<file path="src/eats_pkg.sv">
// Types and constants for the energy-aware task scheduler
package eats_pkg;

   localparam int SLOTS      = 4;
   localparam int TASK_IDS   = 4;
   localparam int SLOT_W     = 2;
   localparam int TASK_W     = 2;
   localparam int THR_W      = 13;
   localparam int DUR_W      = 16;
   localparam int VOLT_W     = 13;
   localparam int PWR_W      = 20;
   localparam int CNT_W      = 3;
   localparam int CSR_ADDR_W = 3;
   localparam int CSR_DATA_W = 31;

   localparam logic [PWR_W-1:0] PWR_THR_RESET   = '1;
   localparam logic [CNT_W-1:0] TASK_CNT_RESET  = 3'd1;

   localparam logic [CSR_ADDR_W-1:0] CSR_POWER_THR  = 3'd0;
   localparam logic [CSR_ADDR_W-1:0] CSR_TASK_COUNT = 3'd1;
   localparam logic [CSR_ADDR_W-1:0] CSR_SLOT0      = 3'd2;
   localparam logic [CSR_ADDR_W-1:0] CSR_SLOT1      = 3'd3;
   localparam logic [CSR_ADDR_W-1:0] CSR_SLOT2      = 3'd4;
   localparam logic [CSR_ADDR_W-1:0] CSR_SLOT3      = 3'd5;

   // Matches the register packing: duration 30:15, task id 14:13, threshold 12:0
   typedef struct packed {
      logic [DUR_W-1:0]  dur;
      logic [TASK_W-1:0] task_id;
      logic [THR_W-1:0]  thr;
   } slot_entry_type;

   typedef struct packed {
      logic [PWR_W-1:0]                 pwr_thr;
      logic [CNT_W-1:0]                 eff_count;
      slot_entry_type [SLOTS-1:0]       slots;
   } cfg_type;

   typedef struct packed {
      logic              task_started;
      logic              task_finished;
      logic [TASK_W-1:0] active_task;
      logic              busy_res;
      logic              next_valid;
      logic [SLOT_W-1:0] next_slot;
   } result_type;

endpackage

</file>
<file path="src/energy_aware_task_scheduler.sv">
// Top level: register file, input register, result register, scheduler core
// Each req item is one scheduler tick. An item is taken into an input register, evaluated
// by the core (start/finish of the running task, saturating execution counts,
// next-slot choice) and written to a result register when that register is free or draining,
// so one item per cycle is sustained while rsp_stall is low; the limit is the state update
// loop through the execution counts and the slot choice. The input side keeps taking
// items while a result waits under rsp_stall until the input register is also full.
// Configuration writes take effect at the next edge and are expected only while no item
// is in flight.
module energy_aware_task_scheduler #(
   parameter int COUNT_BITS = 32
) (
   input  logic                            clock,
   input  logic                            reset,
   input  logic                            req_valid,
   output logic                            req_stall,
   input  logic [eats_pkg::VOLT_W-1:0]     req_buffer_voltage_mv,
   input  logic [eats_pkg::PWR_W-1:0]      req_harvest_power_uw,
   output logic                            rsp_valid,
   input  logic                            rsp_stall,
   output logic                            rsp_task_started,
   output logic                            rsp_task_finished,
   output logic [eats_pkg::TASK_W-1:0]     rsp_active_task,
   output logic                            rsp_busy_res,
   output logic                            rsp_next_valid,
   output logic [eats_pkg::SLOT_W-1:0]     rsp_next_slot,
   input  logic                            csr_write_enable,
   input  logic [eats_pkg::CSR_ADDR_W-1:0] csr_index,
   input  logic [eats_pkg::CSR_DATA_W-1:0] csr_write_data
);
   import eats_pkg::*;

   logic [PWR_W-1:0]           pwr_thr_ff, pwr_thr_in;
   logic [CNT_W-1:0]           task_cnt_ff, task_cnt_in;
   slot_entry_type [SLOTS-1:0] slot_ff, slot_in;
   cfg_type                    cfg;

   logic                       in_valid_ff, in_valid_in;
   logic [VOLT_W-1:0]          in_volt_ff;
   logic [PWR_W-1:0]           in_pwr_ff;
   logic                       out_valid_ff, out_valid_in;
   result_type                 out_res_ff;
   result_type                 core_res;
   logic                       accept, advance;

   // register writes
   always_comb begin
      pwr_thr_in  = pwr_thr_ff;
      task_cnt_in = task_cnt_ff;
      slot_in     = slot_ff;
      if (csr_write_enable) begin
         case (csr_index)
            CSR_POWER_THR:  pwr_thr_in  = csr_write_data[PWR_W-1:0];
            CSR_TASK_COUNT: task_cnt_in = csr_write_data[CNT_W-1:0];
            CSR_SLOT0:      slot_in[0]  = slot_entry_type'(csr_write_data);
            CSR_SLOT1:      slot_in[1]  = slot_entry_type'(csr_write_data);
            CSR_SLOT2:      slot_in[2]  = slot_entry_type'(csr_write_data);
            CSR_SLOT3:      slot_in[3]  = slot_entry_type'(csr_write_data);
            default: ;
         endcase
      end
   end

   always_ff @(posedge clock) begin
      if (reset) begin
         pwr_thr_ff  <= PWR_THR_RESET;
         task_cnt_ff <= TASK_CNT_RESET;
         slot_ff     <= '0;
      end else begin
         pwr_thr_ff  <= pwr_thr_in;
         task_cnt_ff <= task_cnt_in;
         slot_ff     <= slot_in;
      end
   end

   // zero counts as one task, anything above the slot count as all slots
   always_comb begin
      cfg.pwr_thr = pwr_thr_ff;
      cfg.slots   = slot_ff;
      if (task_cnt_ff == '0) begin
         cfg.eff_count = CNT_W'(1);
      end else if (task_cnt_ff > CNT_W'(SLOTS)) begin
         cfg.eff_count = CNT_W'(SLOTS);
      end else begin
         cfg.eff_count = task_cnt_ff;
      end
   end

   // handshake: input register drains whenever the result register is free
   assign advance      = in_valid_ff && (!out_valid_ff || !rsp_stall);
   assign req_stall    = in_valid_ff && out_valid_ff && rsp_stall;
   assign accept       = req_valid && !req_stall;
   assign in_valid_in  = accept || (in_valid_ff && !advance);
   assign out_valid_in = advance || (out_valid_ff && rsp_stall);

   always_ff @(posedge clock) begin
      if (reset) begin
         in_valid_ff  <= 1'b0;
         out_valid_ff <= 1'b0;
      end else begin
         in_valid_ff  <= in_valid_in;
         out_valid_ff <= out_valid_in;
      end
   end

   always_ff @(posedge clock) begin
      if (accept) begin
         in_volt_ff <= req_buffer_voltage_mv;
         in_pwr_ff  <= req_harvest_power_uw;
      end
      if (advance) begin
         out_res_ff <= core_res;
      end
   end

   eats_core #(.COUNT_BITS(COUNT_BITS)) u_core (
      .clock  (clock),
      .reset  (reset),
      .step   (advance),
      .cfg    (cfg),
      .volt   (in_volt_ff),
      .pwr    (in_pwr_ff),
      .result (core_res)
   );

   assign rsp_valid         = out_valid_ff;
   assign rsp_task_started  = out_res_ff.task_started;
   assign rsp_task_finished = out_res_ff.task_finished;
   assign rsp_active_task   = out_res_ff.active_task;
   assign rsp_busy_res      = out_res_ff.busy_res;
   assign rsp_next_valid    = out_res_ff.next_valid;
   assign rsp_next_slot     = out_res_ff.next_slot;

endmodule

</file>
<file path="src/eats_select.sv">
// Next-slot choice from thresholds, task enables and harvested power
module eats_select #(
   parameter int COUNT_BITS = 32
) (
   input  eats_pkg::cfg_type                  cfg,
   input  logic [COUNT_BITS-1:0]              counts [eats_pkg::TASK_IDS],
   input  logic [eats_pkg::VOLT_W-1:0]        volt,
   input  logic [eats_pkg::PWR_W-1:0]         pwr,
   output logic                               next_valid,
   output logic [eats_pkg::SLOT_W-1:0]        next_slot
);
   import eats_pkg::*;

   logic [TASK_IDS-1:0] task_en;
   logic [SLOTS-1:0]    slot_en;
   logic [SLOTS-1:0]    cand;
   logic                found;

   always_comb begin
      // count is clamped to at least one, so task 0 is always in range
      task_en[0] = 1'b1;
      for (int t = 1; t < TASK_IDS; t++) begin
         task_en[t] = (CNT_W'(t) < cfg.eff_count) && (counts[t-1] > counts[t]);
      end
      for (int s = 0; s < SLOTS; s++) begin
         slot_en[s] = (CNT_W'(s) < cfg.eff_count) && task_en[cfg.slots[s].task_id];
         cand[s]    = slot_en[s] && (volt > cfg.slots[s].thr);
      end
   end

   always_comb begin
      next_valid = 1'b0;
      next_slot  = '0;
      found      = 1'b0;
      if (cand[0]) begin
         next_valid = 1'b1;
      end else if (!(slot_en[0] && (pwr > cfg.pwr_thr))) begin
         for (int s = SLOTS - 1; s > 0; s--) begin
            if (cand[s] && !found) begin
               found      = 1'b1;
               next_valid = 1'b1;
               next_slot  = SLOT_W'(s);
            end
         end
      end
   end

endmodule

</file>
<file path="src/eats_core.sv">
// Scheduler state: running task, tick counter, execution counts, chosen slot
module eats_core #(
   parameter int COUNT_BITS = 32
) (
   input  logic                        clock,
   input  logic                        reset,
   input  logic                        step,
   input  eats_pkg::cfg_type           cfg,
   input  logic [eats_pkg::VOLT_W-1:0] volt,
   input  logic [eats_pkg::PWR_W-1:0]  pwr,
   output eats_pkg::result_type        result
);
   import eats_pkg::*;

   logic                  run_ff, run_in;
   logic [SLOT_W-1:0]     rslot_ff, rslot_in;
   logic [DUR_W-1:0]      elapsed_ff, elapsed_in, elapsed_inc;
   logic [COUNT_BITS-1:0] count_ff [TASK_IDS];
   logic [COUNT_BITS-1:0] count_in [TASK_IDS];
   logic                  chosen_valid_ff, chosen_valid_in;
   logic [SLOT_W-1:0]     chosen_slot_ff, chosen_slot_in;
   logic [TASK_W-1:0]     run_task, start_task;
   logic                  sel_valid;
   logic [SLOT_W-1:0]     sel_slot;

   assign run_task   = cfg.slots[rslot_ff].task_id;
   assign start_task = cfg.slots[chosen_slot_ff].task_id;

   always_comb begin
      run_in      = run_ff;
      rslot_in    = rslot_ff;
      elapsed_in  = elapsed_ff;
      count_in    = count_ff;
      result      = '0;
      elapsed_inc = (elapsed_ff == '1) ? elapsed_ff : elapsed_ff + 1'b1;
      if (!run_ff) begin
         elapsed_in = '0;
         if (chosen_valid_ff) begin
            run_in              = 1'b1;
            rslot_in            = chosen_slot_ff;
            result.task_started = 1'b1;
            result.active_task  = start_task;
         end
      end else begin
         result.active_task = run_task;
         elapsed_in         = elapsed_inc;
         if (elapsed_inc >= cfg.slots[rslot_ff].dur) begin
            if (count_ff[run_task] != '1) begin
               count_in[run_task] = count_ff[run_task] + 1'b1;
            end
            result.task_finished = 1'b1;
            run_in               = 1'b0;
         end
      end
      chosen_valid_in   = sel_valid;
      chosen_slot_in    = sel_slot;
      result.busy_res   = run_in;
      result.next_valid = sel_valid;
      result.next_slot  = sel_slot;
   end

   // choice is made on the counts as updated by this tick
   eats_select #(.COUNT_BITS(COUNT_BITS)) u_select (
      .cfg        (cfg),
      .counts     (count_in),
      .volt       (volt),
      .pwr        (pwr),
      .next_valid (sel_valid),
      .next_slot  (sel_slot)
   );

   always_ff @(posedge clock) begin
      if (reset) begin
         run_ff          <= 1'b0;
         rslot_ff        <= '0;
         elapsed_ff      <= '0;
         chosen_valid_ff <= 1'b0;
         chosen_slot_ff  <= '0;
         for (int t = 0; t < TASK_IDS; t++) begin
            count_ff[t] <= '0;
         end
      end else if (step) begin
         run_ff          <= run_in;
         rslot_ff        <= rslot_in;
         elapsed_ff      <= elapsed_in;
         chosen_valid_ff <= chosen_valid_in;
         chosen_slot_ff  <= chosen_slot_in;
         count_ff        <= count_in;
      end
   end

endmodule

</file>
<file path="config.mk">
export PLATFORM = sky130hd
export DESIGN_NAME = energy_aware_task_scheduler
export DESIGN_NICKNAME = d
export VERILOG_FILES = /design/src/eats_pkg.sv /design/src/energy_aware_task_scheduler.sv /design/src/eats_select.sv /design/src/eats_core.sv
export SDC_FILE = /design/constraint.sdc
export NUM_CORES = 1
export LEC_CHECK = 0
export BUFFER_PORTS_ARGS = -buffer_cell sky130_fd_sc_hd__buf_2
export CORE_MARGIN = 2
export CORE_UTILIZATION = 45
export CTS_BUF_LIST = sky130_fd_sc_hd__clkbuf_4 sky130_fd_sc_hd__clkbuf_8 sky130_fd_sc_hd__clkbuf_16
export CTS_CLUSTER_DIAMETER = 150
export DETAILED_ROUTE_END_ITERATION = 16
export SLEW_MARGIN = 40
export SYNTH_ARGS = -nofsm -noshare
export SYNTH_HDL_FRONTEND = slang
export SYNTH_SLANG_ARGS = --single-unit
</file>
<file path="constraint.sdc">
create_clock -name clock -period 16.3 [get_ports clock]
set_clock_uncertainty 0.1 [all_clocks]
set_input_delay 1.63 -clock clock [delete_from_list [all_inputs] [get_ports clock]]
set_output_delay 1.63 -clock clock [all_outputs]
set_load 0.05 [all_outputs]
</file>
==> metrics.md <==
| Metric | Value |
|---|---|
| Syn Nets | 2727 |
| Hold slack final | 351.7 ps |
| Gr usage total | 23.88% |
| Total gr overflow | 0 |
| Post-synth ARST share | 0% |
| Sum of negative setup slack | 0 ps |
| R2r setup slk | 6420 ps |
| Hold-fix buffers, CTS | 0 |
| Die width | 217.2 µm |
| Register area share after synthesis | 35.28% |
| Synth area leaders | dfxtp_1 29%, ha_1 11%, nand2_1 8.4%, mux2i_1 7.8%, edfxtp_1 6.0% |
| DIE AREA | 47180 µm² |
| Syn Area/Cell | 8.259 µm² |
| Post-Synth Adder-Cell Area | 10.89% |
| Layout Nets | 2734 |
| Netlist cell types | 76 |
| Worst Path Arrival | 10090 ps |
| Outcome | completed |
| First-pass GRT wire length | 90670 µm |
| Slowest cell on the critical path | mux4_4 |
| Cell area after layout | 22710 µm² |
| Number of global-route vias before repair | 17110 |
| Clock buffer depth | 3 |
| Worst-skew pair later-pin latency | 580 ps |
| Post-Route WL | 56540 µm |
| Lkg Pwr | 9.147 nW |
| Port bufs | 81 |
| Part of the cycle the worst path needs | 60.58% |
| Antenna viol nets, final | 0 |
| Layout cells sized above 1 | 9.293% |
| Area post-placement | 21240 µm² |
| Number of synthesized flops with an enable pin | 41 |
| Pwr Density | 93.77 nW/µm² |
| Commonest non-fill, non-tap cells in the layout | 456 x nand2_1, 298 x dfxtp_1, 230 x a21oi_1, 215 x nor2_1, 178 x ha_1 |
| CP most frequent cell | a21o_1 |
| Area leader, netlist | dfxtp_1 |
| CP Class | flip-flop to flip-flop |
| DRC | 0 |
| Yosys reg bits | 340 |
| Post-synthesis simple-gate area fraction | 18.80% |
| Mapped cell area | 20460 µm² |
| Layout Cells excl Fill | 3118 |
| Share of the synthesized area in the top cell type | 29.26% |
| Post-Place Cells | 3040 |
| Largest net degree at the start of global routing | 130 |
| Area Growth Syn to Fin | 11.02% |
| Antenna Cells | 0 |
| Clk root buf | clkbuf_16 |
| Antenna violations before repair | 0 |
| Commonest non-fill, non-tap cell in the layout | nand2_1 |
| Compound-cell area share of the yosys netlist | 16.33% |
| Io pins | 82 |
| Row Count | 78 |
| Final slew viol count | 0 |
| Post-DP HPWL | 38650 µm |
| Pre-antenna DRT Iters | 5 |
| CTS Buf Count | 42 |
| Yosys warnings | 0 |
| Initial Util | 45.37% |
| Minimum clock period | 9875 ps |
| Post-CTS Setup Repair Bufs | 0 |
| Number of H-tree levels | 2 |
| Worst setup SP type | flip-flop |
| Headroom to the max-slew limit | 41.73% |
| Fmax | 101.3 MHz |
| Max-cap violations | 0 |
| Largest family of logic cells by synthesized area | simple AND/OR/NAND/NOR gates |
| Endpoints failing hold | 0 |
| Per-cell routed wire length | 18.13 µm |
| Post_cts resized | 0 |
| CP max FO | 35 |
| Final setup viols | 0 |
| Chip height | 217.2 µm |
| Crit-path max cell delay | 860 ps |
| Core area | 45090 µm² |
| Worst-margin pin slew | 874.0 ps |
| Cells after synthesis | 2477 |
| Via density | 5.623 |
| Tightest Hold Check Type | flip-flop to flip-flop |
| Mux cell area share after synthesis | 10.71% |
| Clock net sink count | 340 |
| Synth Flop Type | dfxtp_1 |
| Maximum vdd drop | 0.07468 mV |
| Via count | 17530 |
| Clock-pin slew on the worst setup and hold paths | 60 ps |
| RSZ-0062 raised after global routing | false |
| CTS tree | built |
| Crit path required time | 16520 ps |
| RD Place Congestion | 0.9159 |
| Synth Area in XOR/XNOR | 2.177% |
| Iteration-0 DRC Markers | 1300 |
| Critical Path End Type | flip-flop |
-- report_power, final --
part           total, W  internal (W)  switching, W  leakage, nW
registers      0.000901      0.000879     0.0000218         2.83
logic          0.000267      0.000101      0.000166         5.57
clock network  0.000962      0.000577      0.000385        0.741
total           0.00213       0.00156      0.000573         9.15
-- logic make-up (layout without fill, tap and decap cells) --
group	Yosys count	in the layout
flops	340	340
xor+xnor	50	50
mux	188	188
compound gates	531	531
buf+inv	298	339
fa+ha+maj	178	178
simple gates	892	892
-- synth_stat cells (all sizes together), types with 8 or more instances --
| cell | instances |
|---|---|
| mux2i | 163 |
| nor2b | 21 |
| o211ai | 27 |
| a21oi | 231 |
| or3 | 8 |
| clkbuf | 115 |
| edfxtp | 41 |
| nor2 | 221 |
| o21a | 20 |
| and3 | 21 |
| nand2b | 20 |
| nand3 | 41 |
| nand4 | 40 |
| dfxtp | 299 |
| a211oi | 86 |
| xnor2 | 31 |
| o21ai | 49 |
| nand2 | 457 |
| a22oi | 15 |
| a21o | 56 |
| buf | 23 |
| and2 | 8 |
| xor2 | 19 |
| inv | 160 |
| nor3 | 33 |
| ha | 178 |
| mux4 | 23 |
-- cell type report --
cell class / instances / area, µm²
Tap cell: 600 / 750.7
Inverter: 160 / 608.1
Clock inverter: 10 / 101.3
Timing Repair Buffer: 101 / 580.6
Sequential cell: 340 / 7218
Clock buffer: 68 / 1361
Fill cell: 4323 / 22380
Multi-Input combinational cell: 1839 / 12090
-- per-stage QoR --
stage | setup slack, ps | power, W | utilization [%]
after floorplan | 8571 | 0.001098 | -
after global placement | 6530 | 0.001177 | 47.07
after detailed placement | 6666 | 0.001183 | 47.11
after CTS | 6613 | 0.002150 | 50.36
after global routing | 5764 | 0.002219 | 50.37
final | 6425 | 0.002130 | 50.37
-- registers in the layout (all words and copies together) (netlist names), 2 cells and up --
signal,cells
u_core.rslot_ff,2
in_pwr_ff,20
rsp_next_slot,2
u_core.count_ff,128
rsp_active_task,2
in_volt_ff,13
u_core.elapsed_ff,16
pwr_thr_ff,20
cfg,124
u_core.chosen_slot_ff,2
task_cnt_ff,3
-- final timing paths --
check,from,to,cells past startpoint
worst min-delay path,cfg[48]$_SDFFE_PP0P_,cfg[48]$_SDFFE_PP0P_,2
worst max-delay path,u_core.rslot_ff[1]$_SDFFE_PP0P_,rsp_next_valid$_DFFE_PP_,30
worst max register to register,u_core.rslot_ff[1]$_SDFFE_PP0P_,rsp_next_valid$_DFFE_PP_,30
worst min register to register,cfg[48]$_SDFFE_PP0P_,cfg[48]$_SDFFE_PP0P_,2
-- metal layers --
metal  GRT usage, %  share of wire, %  routed length (µm)  vias up
met5              0                 0                   0        -
met4          9.064               2.9                1665        0
met3          3.256               4.8                2695      102
met2          40.47                48               26930      463
met1          30.85                45               25250     8312
li1               -                 -                   -     8654
-- critical path, delay by kind of cell (launching register included) --
family | cells | cell delay, ps
AO/OA/AOI/OAI | 14 | 3530
AND/OR/NAND/NOR | 9 | 2380
multiplexers | 3 | 1330
buffers and inverters | 2 | 1050
flip-flops | 1 | 680
adder cells (fa/ha/maj) | 2 | 500
(Power assumes the default switching activity.)
